--- src/ckbs_ram.sv ---
`timescale 1ns / 1ps
`default_nettype none

module ckbs_ram #(
	parameter int WIDTH = 8,
	parameter int DEPTH = 16,
	localparam int AW = $clog2(DEPTH)
) (
	input  wire logic             clk,
	input  wire logic             we,
	input  wire logic [AW-1:0]    waddr,
	input  wire logic [WIDTH-1:0] wdata,
	input  wire logic             re,
	input  wire logic [AW-1:0]    raddr_a,
	output logic      [WIDTH-1:0] rdata_a,
	input  wire logic [AW-1:0]    raddr_b,
	output logic      [WIDTH-1:0] rdata_b
);

	logic [WIDTH-1:0] mem [DEPTH];

	always_ff @(posedge clk) begin
		if (we) begin
			mem[waddr] <= wdata;
		end
		if (re) begin
			rdata_a <= mem[raddr_a];
			rdata_b <= mem[raddr_b];
		end
	end

endmodule

`default_nettype wire

--- config.mk ---
export PLATFORM = sky130hd
export DESIGN_NAME = ckbs_ram
export DESIGN_NICKNAME = d
export VERILOG_FILES = /design/src/ckbs_ram.sv
export SDC_FILE = /design/constraint.sdc
export NUM_CORES = 1
export LEC_CHECK = 0
export BUFFER_PORTS_ARGS = -buffer_cell sky130_fd_sc_hd__buf_4
export CORE_ASPECT_RATIO = 2
export CORE_MARGIN = 2
export CORE_UTILIZATION = 34
export DETAILED_ROUTE_END_ITERATION = 6
export PLACE_DENSITY = 0.51
export SETUP_SLACK_MARGIN = 0.02
export SYNTH_ARGS = -nofsm -noshare
export SYNTH_HDL_FRONTEND = slang
export SYNTH_SLANG_ARGS = --single-unit
--- constraint.sdc ---
create_clock -name clk -period 2.45 [get_ports clk]
set_input_delay 0.49 -clock clk [delete_from_list [all_inputs] [get_ports clk]]
set_output_delay 0.49 -clock clk [all_outputs]
set_load 0.03 [all_outputs]
==> impl_metrics.tcl, run 1 <==
set metrics [dict create \
    cts_resized 0 \
    worstPathRequired_ns 2.62 \
    grt.overflow.total 0 \
    ant_nets 0 \
    cp-end-kind "register" \
    multiInputGateArea_um2 2010 \
    dieArea_um2 20300 \
    io_buffers 38 \
    vias 3371 \
    ys.warnings.count 0 \
    setup_viol 0 \
    rsz0062_at_grt "false" \
    fin_util 0.417 \
    syn_inst 307 \
    cts_buffers 17 \
    synth_nets 330 \
    drive_gt1_frac 0.335 \
    clockBufferDepth 2 \
    wire_per_inst_um 23.7 \
    root_buffer "clkbuf_16" \
    post_cts_buffers 0 \
    crit_slowest_cell "mux4_1" \
    avgSynthCellArea_um2 21.2 \
    cp_max_fo 16 \
    synth_adder_area_share 0 \
    p_total_w 0.00613 \
    die_x_um 102 \
    globalplace.congestion 0.759 \
    async_reset_ff_frac 0 \
    cts.sinks 144 \
    synth_edf_count 144 \
    cpPeakStageDelay_ns 0.56 \
    yosys.area_share.simple 0.0335 \
    clkLatencyLatePin_ns 0.42 \
    area_growth_pct 20.2 \
    io_pins 39 \
    critical_path.top_delay_family "multiplexers" \
    drc 0 \
    fillers 1630 \
    min_path_type "in -> reg" \
    antenna_cells 0 \
    nNetsFinal 394 \
    rows 71 \
    wl_met3_um 526 \
    status "completed" \
    critPathLaunchType "input pin" \
    hpwlAfterDp_um 10700 \
    leakagePower_nw 2.67 \
    dr.pass1.iters 4 \
    wl_met2_um 8930 \
    track_usage 0.159 \
    cp.arrival_ns 1.97 \
    dp_cells 607 \
    die_h_um 200 \
    core_area_um2 18700 \
    crit_type "in -> reg" \
    maxSlewViolCount 0 \
    start_util 0.347 \
    grt_pass1_vias 3661 \
    synth_compound_area_frac 0.0369 \
    wl_met1_um 5230 \
    synth_cell_types 19 \
    cts_tree "yes" \
    crit_chain "buf_4, buf_12, mux4_1, a22oi_1, nand2_1" \
    power_density_nw_per_um2 784 \
    syn_area_um2 6510 \
    fin_worst_skew_ns 0.00946 \
    synthXorXnorAreaFrac 0 \
    max_cap_viol_count 0 \
    grt_max_degree 22 \
    via_per_inst 5.29 \
    regArea_um2 4320 \
    highest_layer "met4" \
    worstMarginPinSlew_ns 0.541 \
    cp.buffers_inverters 2 \
    antenna_found_initial 0 \
    finalHoldViolCount 0 \
    period_share 0.735 \
    rrSetupSlack_ns 0.85 \
    synth_top_family_by_area "multiplexers" \
    fmax_mhz 556 \
    grt_pass1_wl_um 22400 \
    period_needed_ns 1.80 \
    muxShareOfSynthArea 0.238 \
    synth-seq-cells 144 \
    clk_pin_slew_ns 0.06 \
    htree_levels 4 \
    ys_seq_area_frac 0.665 \
    stdcell_count 637 \
    ys.flop_type "edfxtp_1" \
    drtIter0Drc 195 \
    vdd_drop_max_mv 0.365 \
    holdBufCountCts 0 \
    drt_wl_total_um 15100 \
    slew_headroom 0.640 \
    finalSetupTns_ns 0 \
]
-- metrics by stage --
| step | worst slack, ns | area, um2 | hold slack (ns) |
|---|---|---|---|
| global route | 0.558 | 7820 | 0.385 |
| finish | 0.650 | 7820 | 0.384 |
| floorplan | 0.467 | 6510 | 0.589 |
| detailed placement | 0.230 | 7180 | 0.765 |
| global placement | 0.231 | 7180 | 0.753 |
| CTS | 0.675 | 7820 | 0.371 |
-- state kept, by name (all words and copies together) (netlist names) --
name     cells
mem        128
rdata_a      8
rdata_b      8
-- worst paths after layout --
check | start | cells past startpoint | to
worst max-delay path | raddr_b[0] | 5 | rdata_b[1]
worst min-delay path | wdata[4] | 1 | mem[15][4]
worst max register to register | mem[3][0] | 3 | rdata_a[0]
worst min register to register | mem[14][0] | 3 | rdata_a[0]
-- per-layer routing --
layer  up-vias  GRT usage
li1       1479          -
met1      1789      0.165
met2        83      0.301
met3        20     0.0311
met4         0     0.0657
met5         -          0
-- synth_stat cells (2+ instances only) --
master / n / area share
edfxtp_1: 144 / 0.66
mux4_2: 34 / 0.12
a22oi_1: 32 / 0.037
mux4_1: 28 / 0.11
nand2_1: 17 / 0.0098
nor2_1: 14 / 0.0081
buf_2: 6 / 0.0046
buf_6: 6 / 0.010
clkdlybuf4s25_2: 6 / 0.0092
nor3_1: 4 / 0.0031
and2_1: 2 / 0.0019
and2b_1: 2 / 0.0023
buf_4: 2 / 0.0023
mux4_4: 2 / 0.0077
nand2b_1: 2 / 0.0019
nand3b_1: 2 / 0.0023
nor2b_1: 2 / 0.0019
-- kinds of logic after synthesis --
group | Yosys count
DFF | 144
muxes | 64
and+or+nand+nor | 47
AOI/OAI and AO/OA | 32
buffers and inverters | 20
-- worst register-to-register path: cells and delay by family (launching register included) --
kind | cells | cell delay (ns)
multiplexers | 1 | 0.60
flip-flops | 1 | 0.39
AO/OA/AOI/OAI | 1 | 0.28
AND/OR/NAND/NOR | 1 | 0.09
-- final cells by class --
cell class,count,share of cell area
clock inverter,13,0.0280
timing repair buffer,65,0.0672
tap,255,0.0408
clock buffer,17,0.0544
multi-input combinational,143,0.257
sequential,144,0.553
-- where the power goes --
group          internal (W)  leakage, nW  switching [W]  total, W
clock network       0.00188        0.305       0.000960   0.00284
registers           0.00279         1.32      0.0000223   0.00281
logic              0.000215         1.05       0.000263  0.000478
-- layout by cell type (no fill, tap or decap) --
cell        synthesis  layout
a22oi_1            32      32
and2_1              2       2
and2b_1             2       2
buf_12              0       3
buf_4               2      62
bufinv_16           0       6
clkbuf_16           0      17
clkinv_1            0       4
clkinv_4            0       1
clkinvlp_4          0       2
edfxtp_1          144     144
mux4_1             28      28
mux4_2             34      34
mux4_4              2       2
nand2_1            17      17
nand2b_1            2       2
nand3_1             1       1
nand3b_1            2       2
nor2_1             14      14
nor2b_1             2       2
nor3_1              4       4
or3b_2              1       1
(Power assumes the default switching activity.)
==> run 2: changes to the inputs <==
--- a/config.mk
+++ b/config.mk
@@ -10,7 +10,7 @@
 export CORE_MARGIN = 2
 export CORE_UTILIZATION = 34
 export DETAILED_ROUTE_END_ITERATION = 6
-export PLACE_DENSITY = 0.51
+export PLACE_DENSITY = 0.52
 export SETUP_SLACK_MARGIN = 0.02
 export SYNTH_ARGS = -nofsm -noshare
 export SYNTH_HDL_FRONTEND = slang
==> constraint.sdc (replaced) <==
create_clock -name clk -period 1.49 [get_ports clk]
set_input_delay 0.298 -clock clk [delete_from_list [all_inputs] [get_ports clk]]
set_output_delay 0.298 -clock clk [all_outputs]
set_load 0.03 [all_outputs]
==> run 2 against run 1 <==
Net effect: the flow now finishes with violations (setup timing); via count shrank 0.27%; worst hold slack lost 0.20 ns; die area is the same; sequential share of layout area shrank 0.90 points; clock skew shrank 0.00075 ns; critical endpoint is now rdata_b[7]; largest power group is now sequential cells.
==> impl_metrics.tcl, run 2 (synthesis gave the netlist of run 1 again) <==
set metrics [dict create \
    reg2reg_depth 3 \
    period_share 1.04 \
    dieArea_um2 20300 \
    vias 3362 \
    grt_pass1_wl_um 23100 \
    cp.arrival_ns 1.72 \
    period_needed_ns 1.56 \
    fmax_mhz 643 \
    antenna_cells 0 \
    area_growth_pct 22.2 \
    dp_cells 621 \
    drt_wl_total_um 15300 \
    wire_per_inst_um 23.4 \
    track_usage 0.164 \
    stdcell_count 653 \
    rr_startpoint "mem[3][7]" \
    drtIter0Drc 162 \
    grt_max_degree 19 \
    globalplace.congestion 0.766 \
    worstMarginPinSlew_ns 1.07 \
    worstPathRequired_ns 1.66 \
    setup_viol 2 \
    clk_pin_slew_ns 0.06 \
    cts.sinks 144 \
    holdWs_ns 0.187 \
    grt_pass1_vias 3760 \
    via_per_inst 5.15 \
    critPathLaunchType "register" \
    antenna_found_initial 0 \
    dr.pass1.iters 4 \
    power_density_nw_per_um2 1250 \
    regArea_um2 4320 \
    ant_nets 0 \
    drive_gt1_frac 0.467 \
    core_area_um2 18700 \
    cp-end-kind "register" \
    rsz0062_at_grt "true" \
    hpwlAfterDp_um 11100 \
    io_pins 39 \
    cp_max_fo 2 \
    p_total_w 0.00993 \
    die_x_um 102 \
    failed_checks "setup timing" \
    cts_buffers 17 \
    min_path_type "in -> reg" \
    leakagePower_nw 2.66 \
    io_buffers 38 \
    drc 0 \
    clockBufferDepth 2 \
    htree_levels 4 \
    grt.overflow.total 0 \
    holdBufCountCts 0 \
    slew_headroom 0.285 \
    max_cap_viol_count 0 \
    timing.final.ws_setup_ns -0.0658 \
    nNetsFinal 408 \
    fin_worst_skew_ns 0.00871 \
    layout_common_cells "edfxtp_1 (144), buf_4 (70), mux4_2 (60), a22oi_1 (21)" \
    die_h_um 200 \
    fillers 1634 \
    reg_top3 "mem (128), rdata_a (8), rdata_b (8)" \
    vdd_drop_max_mv 0.555 \
    final_common_cell "edfxtp_1" \
    dpl_cell_area_um2 7280 \
    critPathLaunch "mem[3][7]" \
    rows 71 \
    maxSlewViolCount 0 \
    largest_reg_flops 128 \
    finalHoldViolCount 0 \
    design_area_um2 7950 \
    multiInputGateArea_um2 1980 \
    crit_type "reg -> reg" \
    r2r_end "rdata_b[7]" \
    post_cts_buffers 0 \
    root_buffer "clkbuf_16" \
    rrSetupSlack_ns -0.07 \
    start_util 0.347 \
    status "finished with violations" \
    clkLatencyLatePin_ns 0.42 \
    cts_tree "yes" \
    crit_end "rdata_b[7]" \
    top_register "mem" \
]
run 2: cell type report:
| cell class | instances | area share |
|---|---|---|
| tap | 255 | 0.0401 |
| timing repair buffer | 79 | 0.0887 |
| multi-input combinational | 143 | 0.249 |
| clock inverter | 13 | 0.0236 |
| clock buffer | 19 | 0.0544 |
| sequential | 144 | 0.544 |
run 2: stage by stage:
stage	setup WS, ns	utilization	TNS [ns]
floorplan	-0.0741	-	-2.38
global placement	-0.394	0.388	-7.41
detailed placement	-0.415	0.388	-7.34
CTS	-0.0642	0.422	-0.145
global route	-0.130	0.424	-0.336
finish	-0.0658	0.424	-0.130
run 2: worst min-delay path by stage:
stage | slack (ns) | endpoint | start | depth (start not counted)
4_1_cts | 0.17 | mem[12][5] | wdata[5] | 1
2_1_floorplan | 0.40 | mem[0][0] | wdata[0] | 0
5_1_grt | 0.19 | mem[13][5] | wdata[5] | 1
3_3_place_gp | 0.60 | mem[6][5] | wdata[5] | 1
6_report | 0.19 | mem[15][5] | wdata[5] | 1
3_5_place_dp | 0.62 | mem[4][5] | wdata[5] | 1
run 2: repair_timing:
| action | CTS | global route |
|---|---|---|
| pin swaps | 1 | 2 |
| cloned | 0 | 0 |
| resized for setup | 4 | 7 |
| setup endpoints to repair | 6 | 15 |
run 2: power by group:
part / internal (W) / switching, W
clock network: 0.00281 / 0.00163
logic: 0.000410 / 0.000453
registers: 0.00459 / 0.0000428
total: 0.00780 / 0.00213
run 2: layer usage:
metal  vias to the layer above  share of wire  GRT usage  wire (um)
met5                         -              0          0          0
met4                         0          0.024     0.0815        359
met3                        20          0.029     0.0332        444
met2                        72           0.59      0.302       8990
met1                      1784           0.36      0.172       5480
li1                       1486              -          -          -
run 2: worst max-delay path, stage by stage (launching register included):
cell      delay, ns
edfxtp_1       0.39
mux4_4         0.62
a22oi_2        0.22
nand2_1        0.08
==> run 3: changes to the inputs <==
--- a/config.mk
+++ b/config.mk
@@ -5,6 +5,7 @@
 export SDC_FILE = /design/constraint.sdc
 export NUM_CORES = 1
 export LEC_CHECK = 0
+export ABC_AREA = 1
 export BUFFER_PORTS_ARGS = -buffer_cell sky130_fd_sc_hd__buf_4
 export CORE_ASPECT_RATIO = 2
 export CORE_MARGIN = 2
==> run 3 against run 2 <==
Net effect: the run now ends clean; global-route usage rose by 4.2 points; register-to-register slack better by 0.34 ns; cell count is 84% higher; first-iteration DRC count rose to 2.6 times the previous value; maximum frequency increased by 12%; combinational power grew 30%; critical path depth shrank 2; sequential share of layout area decreased by 6.0 points; via count grew 79%; die area increased by 14%; worst hold slack improved by 0.0060 ns; non-clock buffer count increased by 14.
==> impl_metrics.tcl, run 3 <==
set metrics [dict create \
    timing.final.ws_setup_ns 0.106 \
    max_cap_viol_count 0 \
    crit_end "rdata_b[0]" \
    io_pins 39 \
    syn_inst 851 \
    antenna_cells 0 \
    clkLatencyLatePin_ns 0.43 \
    combPwrFrac 0.110 \
    multiInputGateArea_um2 2240 \
    status "completed" \
    worstPathRequired_ns 1.19 \
    cp.buffers_inverters 1 \
    finalHoldViolCount 0 \
    ys_seq_area_frac 0.583 \
    critPathLaunchType "register" \
    synth_nets 874 \
    cts_tree "yes" \
    globalplace.congestion 0.878 \
    path_depth 1 \
    track_usage 0.206 \
    p_sw_w 0.00243 \
    fin_worst_skew_ns 0.00662 \
    leakagePower_nw 3.99 \
    top_register "mem" \
    area_growth_pct 20.4 \
    worstMarginPinSlew_ns 0.375 \
    cp-end-kind "output pin" \
    synth_most_common_cell "nand2_1" \
    hpwlAfterDp_um 16300 \
    grt.overflow.total 0 \
    final_common_cell "nand2_1" \
    cts_resized 0 \
    setup_viol 0 \
    largest_reg_flops 128 \
    drt_wl_total_um 22300 \
    syn_area_um2 7420 \
    period_share 0.929 \
    synth_top_area_cell "edfxtp_1" \
    cp_max_fo 1 \
    dr.pass1.iters 5 \
    rows 76 \
    vias 6024 \
    drive_gt1_frac 0.138 \
    synth_common_cells "nand2_1 (277), nand3_1 (225), edfxtp_1 (144), inv_1 (134), buf_2 (26)" \
    crit_slowest_cell "edfxtp_1" \
    crit_chain "buf_4" \
    io_buffers 38 \
    pre_cts_ws_ns -0.0378 \
    root_buffer "clkbuf_16" \
    cts.sinks 144 \
    post_cts_buffers 0 \
    avgSynthCellArea_um2 8.72 \
    antenna_found_initial 0 \
    die_h_um 213 \
    p_total_w 0.0102 \
    holdBufCountCts 0 \
    synth_cell_types 12 \
    reg2reg_depth 6 \
    htree_levels 4 \
    layout_common_cells "nand2_1 (277), nand3_1 (225), edfxtp_1 (144), inv_1 (134), buf_4 (78)" \
    drc 0 \
    wire_per_inst_um 18.6 \
    crit_type "reg -> out" \
    fin_util 0.416 \
    synthTopCellsByArea "edfxtp_1 (58%), nand3_1 (15%), nand2_1 (14%)" \
    clk_pin_slew_ns 0.06 \
    clockPowerShare 0.437 \
    synth_edf_count 144 \
    async_reset_ff_frac 0 \
    reg_top3 "mem (128), rdata_a (8), rdata_b (8)" \
    grt_max_degree 42 \
    rsz0062_at_grt "false" \
    ant_nets 0 \
    r2r_end "rdata_a[0]" \
    vdd_drop_max_mv 0.745 \
    cpPeakStageDelay_ns 0.45 \
    switching_share 0.238 \
    fillers 2147 \
    maxSlewViolCount 0 \
    die_x_um 108 \
    clockBufferDepth 2 \
    stdcell_count 1201 \
    cp.arrival_ns 1.09 \
    core_area_um2 21500 \
    ys.warnings.count 0 \
    drtIter0Drc 422 \
    grt_pass1_vias 5971 \
    cts_buffers 17 \
    synth_top_area_frac 0.583 \
    slew_headroom 0.750 \
    holdWs_ns 0.193 \
    power_frac_seq 0.453 \
    start_util 0.345 \
    via_per_inst 5.02 \
    regArea_um2 4320 \
    synth-seq-cells 144 \
    period_needed_ns 1.38 \
    rr_startpoint "mem[5][0]" \
    fmax_mhz 722 \
    power_density_nw_per_um2 1140 \
    min_from "wdata[2]" \
    critical_path.top_delay_family "flip-flops" \
    critPathLaunch "rdata_b[0]" \
    grt_pass1_wl_um 34100 \
    rrSetupSlack_ns 0.27 \
    nNetsFinal 938 \
    ys.flop_type "edfxtp_1" \
    dieArea_um2 23100 \
    p_int_w 0.00777 \
    dp_cells 1169 \
    min_path_type "in -> reg" \
]
==> run 3: cell types whose count changed after synthesis, moves of 28 or more <==
cell / before / now
nand2_1: 17 / 277
nand3_1: 1 / 225
a22oi_1: 32 / 0
inv_1: 0 / 134
mux4_1: 28 / 0
mux4_2: 34 / 0
==> run 3: kinds of logic after synthesis <==
family        count (synthesis)  synth area share
buf+inv                     186             0.115
flops                       144             0.583
simple gates                521             0.303
==> run 3: power groups by stage <==
stage | clock network, W | registers (W) | logic (W)
after floorplan | 0 | 0.00477 | 0.000569
after global placement | 0 | 0.00471 | 0.00112
after detailed placement | 0 | 0.00471 | 0.00113
after CTS | 0.00452 | 0.00462 | 0.00113
after global routing | 0.00470 | 0.00463 | 0.00123
final | 0.00446 | 0.00462 | 0.00112
==> run 3: worst min-delay path by stage <==
stage | end | depth (start not counted)
after detailed placement | mem[3][5] | 1
after CTS | mem[8][2] | 1
after global routing | mem[11][5] | 1
after global placement | mem[3][1] | 1
after floorplan | mem[0][0] | 0
final | mem[13][2] | 1
==> run 3: routing by layer <==
layer	routed length (um)	track usage	vias up
li1	-	-	2884
met1	8320	0.224	2881
met2	12000	0.363	205
met3	928	0.0363	54
met4	1100	0.128	0
met5	0	0	-
==> run 3: final cells by class <==
type	count	area share
inverters	138	0.0580
well taps	273	0.0382
clock inverters	15	0.0216
multi-input cells	521	0.251
clock buffers	17	0.0476
flip-flops and latches	144	0.484
repair buffers	93	0.0992
==> run 3: per-stage QoR <==
stage                     cell area, um2  setup TNS [ns]
after floorplan                     7420               0
after global placement              8310         -0.0346
after detailed placement            8310         -0.0378
after CTS                           8930               0
after global routing                8930               0
final                               8930               0
